--- src/rtl/hps_pkg.sv ---
// ----------------------------------------------------------------------------
// hps_pkg
// Shared types, codes and constants of the hyperparameter schedule block.
// ----------------------------------------------------------------------------
package hps_pkg;

  localparam int VW       = 32;  // value width, unsigned Q8.(VW-8)
  localparam int SW       = 32;  // step count width
  localparam int NUM_W    = 64;  // divider dividend / quotient width
  localparam int DEN_W    = SW + 1;
  localparam int CNT_W    = $clog2(NUM_W);
  localparam int FRAC_W   = 16;  // exponential fraction bits
  localparam int FK_W     = $clog2(FRAC_W);
  localparam int CFG_IX_W = 3;

  typedef enum logic [1:0] {
    MODE_FIXED  = 2'd0,
    MODE_LINEAR = 2'd1,
    MODE_EXP    = 2'd2,
    MODE_INV    = 2'd3
  } mode_t;

  typedef enum logic [CFG_IX_W-1:0] {
    CFG_MODE   = 3'd0,
    CFG_PERIOD = 3'd1,
    CFG_BASE   = 3'd2,
    CFG_FINAL  = 3'd3,
    CFG_TOTAL  = 3'd4
  } cfg_ix_t;

  typedef enum logic [2:0] {
    BK_IDLE,
    BK_MUL,
    BK_DIV,
    BK_POST,
    BK_POW,
    BK_FIN
  } bk_state_t;

  // classified request passed from front to back
  typedef struct packed {
    logic [SW-1:0] step;
    logic          finished;
    logic          derr;
    mode_t         mode;
  } sched_req_t;

  // queue status seen by the front, the back and the top
  typedef struct packed {
    logic       full;
    logic       empty;
    logic [1:0] count;
  } q_stat_t;

  // truncated integer square root, used only at elaboration
  function automatic logic [63:0] isqrt64(input logic [63:0] x);
    logic [63:0] res;
    logic [63:0] bt;
    logic [63:0] xv;
    res = '0;
    bt  = 64'h4000_0000_0000_0000;
    xv  = x;
    for (int i = 0; i < 32; i++) begin
      if (xv >= res + bt) begin
        xv  = xv - (res + bt);
        res = (res >> 1) + bt;
      end else begin
        res = res >> 1;
      end
      bt = bt >> 2;
    end
    return res;
  endfunction

  // factor 2^(-2^(k-16)) in Q0.32 for fraction bit k
  function automatic logic [31:0] exp_fact(input int k);
    logic [63:0] c;
    c = isqrt64(64'h8000_0000_0000_0000);
    for (int j = 0; j < 15 - k; j++) begin
      c = isqrt64({c[31:0], 32'h0});
    end
    return c[31:0];
  endfunction

  localparam logic [31:0] EXP_FACT [FRAC_W] = '{
    exp_fact(0),  exp_fact(1),  exp_fact(2),  exp_fact(3),
    exp_fact(4),  exp_fact(5),  exp_fact(6),  exp_fact(7),
    exp_fact(8),  exp_fact(9),  exp_fact(10), exp_fact(11),
    exp_fact(12), exp_fact(13), exp_fact(14), exp_fact(15)
  };

endpackage

--- src/rtl/hps_front.sv ---
// ----------------------------------------------------------------------------
// hps_front
// Accepts requests, keeps the step counter and classifies each request.
// ----------------------------------------------------------------------------
module hps_front import hps_pkg::*; (
  input  logic             clk,
  input  logic             rst_n,
  input  logic             in_valid,
  output logic             in_stall,
  input  logic             in_advance,
  input  mode_t            mode,
  input  logic [SW-1:0]    period,
  input  logic [SW-1:0]    total,
  input  q_stat_t          q_stat,
  output logic             push,
  output sched_req_t       push_req
);

  logic [SW-1:0] step_r, step_nxt;

  assign in_stall = q_stat.full;
  assign push     = in_valid && !q_stat.full;

  // classify against current config
  always_comb begin
    push_req.step     = step_r;
    push_req.finished = (step_r >= total);
    push_req.derr     = (mode != MODE_FIXED) && (period == '0);
    push_req.mode     = mode;
  end

  // step counter, saturating
  always_comb begin
    step_nxt = step_r;
    if (push && in_advance && (step_r != {SW{1'b1}})) begin
      step_nxt = step_r + 1'b1;
    end
  end

  always_ff @(posedge clk) begin
    if (!rst_n) begin
      step_r <= '0;
    end else begin
      step_r <= step_nxt;
    end
  end

endmodule

--- src/rtl/hps_queue.sv ---
// ----------------------------------------------------------------------------
// hps_queue
// Two-entry request queue between front and back.
// ----------------------------------------------------------------------------
module hps_queue import hps_pkg::*; (
  input  logic       clk,
  input  logic       rst_n,
  input  logic       push,
  input  sched_req_t push_req,
  input  logic       pop,
  output sched_req_t pop_req,
  output q_stat_t    q_stat
);

  sched_req_t mem_r [2];
  logic       wp_r, rp_r;
  logic [1:0] cnt_r;

  assign pop_req      = mem_r[rp_r];
  assign q_stat.count = cnt_r;
  assign q_stat.full  = (cnt_r == 2'd2);
  assign q_stat.empty = (cnt_r == 2'd0);

  // storage
  always_ff @(posedge clk) begin
    if (push) begin
      mem_r[wp_r] <= push_req;
    end
  end

  // pointers and fill count
  always_ff @(posedge clk) begin
    if (!rst_n) begin
      wp_r  <= 1'b0;
      rp_r  <= 1'b0;
      cnt_r <= 2'd0;
    end else begin
      if (push) wp_r <= ~wp_r;
      if (pop)  rp_r <= ~rp_r;
      cnt_r <= cnt_r + {1'b0, push} - {1'b0, pop};
    end
  end

endmodule

--- src/rtl/hps_back.sv ---
// ----------------------------------------------------------------------------
// hps_back
// Computes the scheduled value with one shared multiplier and a radix-2
// restoring divider, and holds the result in the output register.
// ----------------------------------------------------------------------------
module hps_back import hps_pkg::*; (
  input  logic             clk,
  input  logic             rst_n,
  input  q_stat_t          q_stat,
  input  sched_req_t       pop_req,
  output logic             pop,
  input  logic [SW-1:0]    period,
  input  logic [VW-1:0]    base,
  input  logic [VW-1:0]    fin,
  output logic             out_valid,
  input  logic             out_stall,
  output logic [VW-1:0]    out_scheduled_value,
  output logic [SW-1:0]    out_current_step,
  output logic             out_finished,
  output logic             out_divide_error
);

  bk_state_t         st_r, st_nxt;
  sched_req_t        req_r, req_nxt;
  logic              up_r, up_nxt;      // linear: final >= base
  logic              ph2_r, ph2_nxt;    // exponential: second division
  logic [31:0]       ma_r, ma_nxt;      // multiplier operand A
  logic [31:0]       mb_r, mb_nxt;      // multiplier operand B
  logic [NUM_W-1:0]  num_r, num_nxt;    // dividend, then quotient
  logic [DEN_W-1:0]  den_r, den_nxt;
  logic [DEN_W-1:0]  rem_r, rem_nxt;
  logic [CNT_W-1:0]  cnt_r, cnt_nxt;
  logic [VW-1:0]     v_r, v_nxt;        // shifted base
  logic [32:0]       m_r, m_nxt;        // fractional power, Q1.32
  logic [FRAC_W-1:0] f_r, f_nxt;
  logic [FK_W-1:0]   k_r, k_nxt;
  logic              ov_r, ov_nxt;
  logic [VW-1:0]     oval_r, oval_nxt;
  sched_req_t        oreq_r, oreq_nxt;

  logic [32:0]       mul_a;
  logic [31:0]       mul_b;
  logic [64:0]       prod;
  logic [DEN_W:0]    rem_sh;
  logic              qbit;
  logic [NUM_W-1:0]  lim;

  assign out_valid           = ov_r;
  assign out_scheduled_value = oval_r;
  assign out_current_step    = oreq_r.step;
  assign out_finished        = oreq_r.finished;
  assign out_divide_error    = oreq_r.derr;

  // shared multiplier
  always_comb begin
    mul_a = {1'b0, ma_r};
    mul_b = mb_r;
    case (st_r)
      BK_POW:  begin mul_a = m_r; mul_b = EXP_FACT[k_r]; end
      BK_FIN:  begin mul_a = m_r; mul_b = v_r;           end
      default: begin mul_a = {1'b0, ma_r}; mul_b = mb_r; end
    endcase
    prod = mul_a * {1'b0, mul_b};
  end

  // one divider step
  always_comb begin
    rem_sh = {rem_r, num_r[NUM_W-1]};
    qbit   = (rem_sh >= {1'b0, den_r});
  end

  assign lim = {{(NUM_W-VW){1'b0}}, ~base};

  // sequencer
  always_comb begin
    st_nxt   = st_r;
    req_nxt  = req_r;
    up_nxt   = up_r;
    ph2_nxt  = ph2_r;
    ma_nxt   = ma_r;
    mb_nxt   = mb_r;
    num_nxt  = num_r;
    den_nxt  = den_r;
    rem_nxt  = rem_r;
    cnt_nxt  = cnt_r;
    v_nxt    = v_r;
    m_nxt    = m_r;
    f_nxt    = f_r;
    k_nxt    = k_r;
    ov_nxt   = ov_r && out_stall;
    oval_nxt = oval_r;
    oreq_nxt = oreq_r;
    pop      = 1'b0;
    case (st_r)
      BK_IDLE: begin
        if (!q_stat.empty && !ov_r) begin
          pop     = 1'b1;
          req_nxt = pop_req;
          up_nxt  = (fin >= base);
          ph2_nxt = 1'b0;
          rem_nxt = '0;
          cnt_nxt = '0;
          if (pop_req.derr || pop_req.mode == MODE_FIXED) begin
            ov_nxt   = 1'b1;
            oval_nxt = base;
            oreq_nxt = pop_req;
          end else begin
            case (pop_req.mode)
              MODE_LINEAR: begin
                ma_nxt  = (fin >= base) ? (fin - base) : (base - fin);
                mb_nxt  = pop_req.step;
                den_nxt = {1'b0, period};
                st_nxt  = BK_MUL;
              end
              MODE_INV: begin
                ma_nxt  = base;
                mb_nxt  = period;
                den_nxt = {1'b0, period} + {1'b0, pop_req.step};
                st_nxt  = BK_MUL;
              end
              default: begin
                num_nxt = {{(NUM_W-SW){1'b0}}, pop_req.step};
                den_nxt = {1'b0, period};
                st_nxt  = BK_DIV;
              end
            endcase
          end
        end
      end
      BK_MUL: begin
        num_nxt = prod[NUM_W-1:0];
        st_nxt  = BK_DIV;
      end
      BK_DIV: begin
        rem_nxt = qbit ? (rem_sh[DEN_W-1:0] - den_r) : rem_sh[DEN_W-1:0];
        num_nxt = {num_r[NUM_W-2:0], qbit};
        cnt_nxt = cnt_r + 1'b1;
        if (cnt_r == {CNT_W{1'b1}}) st_nxt = BK_POST;
      end
      BK_POST: begin
        case (req_r.mode)
          MODE_LINEAR: begin
            if (up_r) begin
              oval_nxt = (num_r > lim) ? {VW{1'b1}} : base + num_r[VW-1:0];
            end else begin
              oval_nxt = (num_r >= {{(NUM_W-VW){1'b0}}, base}) ? '0
                                                               : base - num_r[VW-1:0];
            end
            ov_nxt   = 1'b1;
            oreq_nxt = req_r;
            st_nxt   = BK_IDLE;
          end
          MODE_INV: begin
            oval_nxt = num_r[VW-1:0];
            ov_nxt   = 1'b1;
            oreq_nxt = req_r;
            st_nxt   = BK_IDLE;
          end
          default: begin
            if (!ph2_r) begin
              // integer part sets the shift, remainder feeds the fraction
              if (num_r >= NUM_W'(VW)) begin
                oval_nxt = '0;
                ov_nxt   = 1'b1;
                oreq_nxt = req_r;
                st_nxt   = BK_IDLE;
              end else begin
                v_nxt   = base >> num_r[CNT_W-1:0];
                num_nxt = {{(NUM_W-SW-FRAC_W){1'b0}}, rem_r[SW-1:0], {FRAC_W{1'b0}}};
                rem_nxt = '0;
                cnt_nxt = '0;
                ph2_nxt = 1'b1;
                st_nxt  = BK_DIV;
              end
            end else begin
              f_nxt  = num_r[FRAC_W-1:0];
              m_nxt  = {1'b1, 32'h0};
              k_nxt  = {FK_W{1'b1}};
              st_nxt = BK_POW;
            end
          end
        endcase
      end
      BK_POW: begin
        if (f_r[k_r]) m_nxt = prod[64:32];
        k_nxt = k_r - 1'b1;
        if (k_r == '0) st_nxt = BK_FIN;
      end
      BK_FIN: begin
        oval_nxt = prod[32 +: VW];
        ov_nxt   = 1'b1;
        oreq_nxt = req_r;
        st_nxt   = BK_IDLE;
      end
      default: st_nxt = BK_IDLE;
    endcase
  end

  // control registers
  always_ff @(posedge clk) begin
    if (!rst_n) begin
      st_r <= BK_IDLE;
      ov_r <= 1'b0;
    end else begin
      st_r <= st_nxt;
      ov_r <= ov_nxt;
    end
  end

  // datapath registers
  always_ff @(posedge clk) begin
    req_r  <= req_nxt;
    up_r   <= up_nxt;
    ph2_r  <= ph2_nxt;
    ma_r   <= ma_nxt;
    mb_r   <= mb_nxt;
    num_r  <= num_nxt;
    den_r  <= den_nxt;
    rem_r  <= rem_nxt;
    cnt_r  <= cnt_nxt;
    v_r    <= v_nxt;
    m_r    <= m_nxt;
    f_r    <= f_nxt;
    k_r    <= k_nxt;
    oval_r <= oval_nxt;
    oreq_r <= oreq_nxt;
  end

endmodule

--- src/rtl/hyperparameter_schedule.sv ---
// ----------------------------------------------------------------------------
// hyperparameter_schedule
// Per-step value schedule (fixed, linear, exponential halving, inverse time).
// ----------------------------------------------------------------------------
//   channel   direction  handshake             payload
//   in_       input      in_valid / in_stall    in_advance
//   out_      output     out_valid / out_stall  value, step, finished, error
//   cfg_      input      cfg_we                 cfg_index, cfg_wdata
//
// Fixed mode and zero period: the back loads base into the output register from idle.
// Linear and inverse time: a multiply, then a 64-step divider.
// Exponential: two 64-step divisions, then 16 power steps.
// The front takes up to two requests while the back is busy or stalled.
// Reset is synchronous, active low; it clears the step count and config (period resets to 1).
module hyperparameter_schedule import hps_pkg::*; (
  input  logic                clk,
  input  logic                rst_n,
  input  logic                in_valid,
  output logic                in_stall,
  input  logic                in_advance,
  output logic                out_valid,
  input  logic                out_stall,
  output logic [VW-1:0]       out_scheduled_value,
  output logic [SW-1:0]       out_current_step,
  output logic                out_finished,
  output logic                out_divide_error,
  input  logic                cfg_we,
  input  logic [CFG_IX_W-1:0] cfg_index,
  input  logic [31:0]         cfg_wdata
);

  mode_t         mode_r;
  logic [SW-1:0] period_r;
  logic [VW-1:0] base_r;
  logic [VW-1:0] final_r;
  logic [SW-1:0] total_r;

  q_stat_t       q_stat;
  logic          push, pop;
  sched_req_t    push_req, pop_req;

  // configuration registers
  always_ff @(posedge clk) begin
    if (!rst_n) begin
      mode_r   <= MODE_FIXED;
      period_r <= SW'(1);
      base_r   <= '0;
      final_r  <= '0;
      total_r  <= '0;
    end else if (cfg_we) begin
      case (cfg_index)
        CFG_MODE:   mode_r   <= mode_t'(cfg_wdata[1:0]);
        CFG_PERIOD: period_r <= cfg_wdata[SW-1:0];
        CFG_BASE:   base_r   <= cfg_wdata[VW-1:0];
        CFG_FINAL:  final_r  <= cfg_wdata[VW-1:0];
        CFG_TOTAL:  total_r  <= cfg_wdata[SW-1:0];
        default:    ;
      endcase
    end
  end

  hps_front u_front (
    .clk        (clk),
    .rst_n      (rst_n),
    .in_valid   (in_valid),
    .in_stall   (in_stall),
    .in_advance (in_advance),
    .mode       (mode_r),
    .period     (period_r),
    .total      (total_r),
    .q_stat     (q_stat),
    .push       (push),
    .push_req   (push_req)
  );

  hps_queue u_queue (
    .clk      (clk),
    .rst_n    (rst_n),
    .push     (push),
    .push_req (push_req),
    .pop      (pop),
    .pop_req  (pop_req),
    .q_stat   (q_stat)
  );

  hps_back u_back (
    .clk                 (clk),
    .rst_n               (rst_n),
    .q_stat              (q_stat),
    .pop_req             (pop_req),
    .pop                 (pop),
    .period              (period_r),
    .base                (base_r),
    .fin                 (final_r),
    .out_valid           (out_valid),
    .out_stall           (out_stall),
    .out_scheduled_value (out_scheduled_value),
    .out_current_step    (out_current_step),
    .out_finished        (out_finished),
    .out_divide_error    (out_divide_error)
  );

`ifndef ASSERT_OFF
  // queue never holds more than two requests
  a_q_bound: assert property (@(posedge clk) disable iff (!rst_n)
    q_stat.count != 2'd3)
    else $error("request queue overfilled");

  // a divide error always reports the base value
  a_derr_base: assert property (@(posedge clk) disable iff (!rst_n)
    out_valid && out_divide_error |-> out_scheduled_value == base_r)
    else $error("divide error without base value");

  // finished flag agrees with the step limit
  a_finished: assert property (@(posedge clk) disable iff (!rst_n)
    out_valid |-> out_finished == (out_current_step >= total_r))
    else $error("finished flag mismatch");

  // fixed mode gives base and never flags
  a_fixed: assert property (@(posedge clk) disable iff (!rst_n)
    out_valid && mode_r == MODE_FIXED |->
      !out_divide_error && out_scheduled_value == base_r)
    else $error("fixed mode result wrong");
`endif

endmodule
--- config.mk ---
export PLATFORM = sky130hd
export DESIGN_NAME = hyperparameter_schedule
export DESIGN_NICKNAME = d
export VERILOG_FILES = /design/src/rtl/hps_pkg.sv /design/src/rtl/hps_front.sv /design/src/rtl/hps_queue.sv /design/src/rtl/hps_back.sv /design/src/rtl/hyperparameter_schedule.sv
export SDC_FILE = /design/constraint.sdc
export NUM_CORES = 2
export LEC_CHECK = 0
export BUFFER_PORTS_ARGS = -buffer_cell sky130_fd_sc_hd__buf_2
export CORE_MARGIN = 2
export CORE_UTILIZATION = 51
export DETAILED_ROUTE_END_ITERATION = 10
export PLACE_DENSITY = 0.67
export SLEW_MARGIN = 10
export SYNTH_ARGS = -nofsm -noshare
export SYNTH_HDL_FRONTEND = slang
export SYNTH_SLANG_ARGS = --single-unit
--- constraint.sdc ---
create_clock -name clk -period 14.1 [get_ports clk]
set_input_delay 1.41 -clock clk [delete_from_list [all_inputs] [get_ports clk]]
set_output_delay 1.41 -clock clk [all_outputs]
set_load 0.005 [all_outputs]
==> results.yml <==
status:
  run_status: "finished, violations left"
  violations: "design-rule violations"
clocking:
  htreeDepth: 3
  cts-root-buf: "clkbuf_16"
  cts_resized: 0
  cts_buffers: 69
  holdBufCountCts: 0
  clk_latency_ns: 0.69
  clk_pin_slew_ns: 0.07
  cts_buffer_depth: 3
  cts_tree: "yes"
  clock_sinks: 632
  post_cts_buffers: 0
sta:
  finalCriticalPeriod_ns: 11.65
  fmax_mhz: 85.82
  slew_viol_final: 0
  setup_viol: 0
  period_share_pct: 82.64
  setup_tns_ns: 0
  fin_ws_ns: 2.447
  skew_ns: 0.05191
  grt_setup_unrepaired: "false"
  worstMarginPinSlew_ns: 1.283
  hold_viol: 0
  relSlewSlack_pct: 14.49
critical_path:
  worstPathRequired_ns: 14.48
  cpPeakStageDelay_ns: 0.86
  arrival_ns: 12.03
  criticalPathCategory: "reg -> reg"
  critPathLaunchType: "register"
  crit_buf_inv: 10
  endpoint_kind: "register"
  crit_fanout: 18
  crit_family: "adder cells"
  crit_slowest_cell: "o21ai_1"
synth:
  synth_fp_nets: 9793
  synth_edf_count: 461
  synth_xor_area_share_pct: 2.324
  synth_fa_ha_area_share_pct: 34.32
  async_reset_ff_share_pct: 0
  ys_types: 113
  synth_seq_area_share_pct: 23.38
  syn_area_sq_um: 73870
  avgSynthCellArea_sq_um: 8.916
  synth-main-ff-cell: "edfxtp_1"
  ys_ff_latch: 632
  synth_compound_area_share_pct: 13.36
  synthMuxAreaShare_pct: 2.602
  yosys.area_share.simple_pct: 15.10
  yosysWarnings: 0
  synth_top_family_by_area: "adder cells"
  synth_cells: 8285
global_route:
  grt_max_degree: 97
  grt_antenna_before_repair: 10
  grt_pass1_wl_microns: 407000
  grt_overflow: 0
  grt_use_total_pct: 37.52
  grt_pass1_vias: 61650
place:
  dp_slack_ns: 2.650
  dp_cells: 10050
  portBuffers: 108
  dp_hpwl_microns: 218000
  gp_congestion: 1.053
route:
  drtPass1Iterations: 9
  wl_microns: 275500
  drcViolationCount: 4
  wl_met1_microns: 103300
  wire_per_inst_microns: 27.08
  initialDrtViolationCount: 7187
  wl_met2_microns: 118000
  highest_layer: "met5"
  viasPerCell: 6.083
  vias: 61900
  ant_nets: 0
  met3_length_microns: 31330
hold_path:
  hold_class: "reg -> reg"
cells_and_area:
  layout-drive-gt1-share_pct: 7.291
  fin_cells: 10180
  final_util_pct: 55.10
  area_growth_pct: 7.153
  fin_nets: 9724
floorplan:
  core_area_sq_um: 143700
  die_height_microns: 384.6
  dieWidth_microns: 384.6
  initial_core_util_pct: 51.42
  dieArea_sq_um: 147900
  pin_count: 109
  placementRows: 139
flow_run:
  cap_violations: 0
## layout by cell type (no fill, tap or decap), types with 96 or more instances in the layout
master	count
nor2_1	938
mux2i_1	96
edfxtp_1	461
buf_2	107
inv_1	1255
nand2_1	1176
ha_1	535
o21ai_0	233
buf_4	202
a21boi_0	141
dfxtp_1	167
xnor2_1	129
a21oi_1	423
fa_1	932
a21o_1	135
## layer usage
layer / up-vias / track usage, %
li1: 26810 / -
met1: 30560 / 48.39
met2: 3666 / 55.96
met3: 870 / 9.481
met4: 2 / 24.78
met5: - / 0
## cell usage after synthesis, types with 17 or more instances
| cell | n | area share (%) |
|---|---|---|
| or2_2 | 23 | 0.19 |
| clkbuf_1 | 363 | 1.8 |
| mux2i_1 | 120 | 1.6 |
| o31ai_1 | 27 | 0.27 |
| fa_1 | 932 | 25 |
| inv_1 | 1255 | 6.4 |
| o211ai_1 | 25 | 0.25 |
| nand2b_1 | 42 | 0.36 |
| ha_1 | 535 | 9.1 |
| or3_1 | 24 | 0.20 |
| nand4_1 | 41 | 0.35 |
| nor3_1 | 58 | 0.39 |
| xnor2_1 | 129 | 1.5 |
| nand2_1 | 1177 | 6.0 |
| o21a_1 | 45 | 0.46 |
| nand3_1 | 70 | 0.47 |
| a21o_1 | 135 | 1.4 |
| and2_1 | 82 | 0.69 |
| o21ai_0 | 239 | 1.6 |
| edfxtp_1 | 461 | 19 |
| xor2_1 | 67 | 0.79 |
| nor2b_1 | 52 | 0.44 |
| a22oi_1 | 45 | 0.46 |
| buf_1 | 40 | 0.20 |
| a211oi_1 | 41 | 0.42 |
| buf_2 | 23 | 0.16 |
| a31oi_1 | 52 | 0.44 |
| o22ai_1 | 28 | 0.24 |
| nor4_1 | 35 | 0.30 |
| a221oi_1 | 17 | 0.20 |
| a21boi_0 | 141 | 1.4 |
| and3_1 | 42 | 0.36 |
| o21bai_1 | 51 | 0.52 |
| dfxtp_1 | 171 | 4.6 |
| a21oi_1 | 426 | 2.9 |
| mux4_2 | 29 | 0.88 |
| o21ai_1 | 32 | 0.22 |
| nor2_1 | 942 | 4.8 |
## registers in the layout (all words and copies together), names as in the netlist, 3 cells and up, named ones only
register,cells
base_r,32
final_r,32
period_r,32
total_r,32
u_back.cnt_r,6
u_back.den_r,33
u_back.f_r,16
u_back.k_r,4
u_back.m_r,33
u_back.ma_r,32
u_back.mb_r,32
u_back.num_r,64
u_back.out_current_step,32
u_back.out_scheduled_value,32
u_back.rem_r,33
u_back.req_r,36
u_back.st_r,3
u_back.v_r,32
u_front.step_r,32
u_queue.mem_r,72
## stage by stage
stage | area (sq um) | hold slack [ns]
2_1_floorplan | 73870 | 0.4414
3_3_place_gp | 76700 | 0.4539
3_5_place_dp | 76700 | 0.4598
4_1_cts | 79130 | 0.4671
5_1_grt | 79140 | 0.4830
6_report | 79150 | 0.4651
## logic make-up (layout without fill, tap and decap cells)
kind of cell,count (synthesis),count (layout)
buffers and inverters,1706,1692
muxes,155,155
other,0,3
and+or+nand+nor,2636,2636
xor gates and xnor gates,196,196
adders and majority gates,1467,1467
DFF,632,632
AOI/OAI and AO/OA,1493,1493
## final cells by class
cell class              count  area, sq um
diodes                      3        7.507
clock buffers              86         1873
clock inverters            40        561.8
fillers                 13070        64500
inverters                1257         4718
multi-input cells        5947        50290
flip-flops and latches    632        17270
well taps                1903         2381
repair buffers            309         2052
## worst paths after layout
check | start | to | slack [ns] | cells past startpoint
worst min register to register | total_r[23] | total_r[23] | 0.47 | 2
worst min-delay path | total_r[23] | total_r[23] | 0.47 | 2
worst max-delay path | u_back.k_r[0] | u_back.num_r[56] | 2.45 | 38
worst max register to register | u_back.k_r[0] | u_back.num_r[56] | 2.45 | 38
## worst register-to-register path: cells and delay by family (launching register included)
kind	cells	cell delay, ns
fa+ha+maj	10	4.67
compound gates	11	3.13
buf+inv	10	1.28
simple gates	6	1.09
flops	1	0.82
xor+xnor	1	0.35
Power is left out: the tool's default activity adds up to more than one toggle a clock period on the data nets, which glitch-free logic cannot reach.
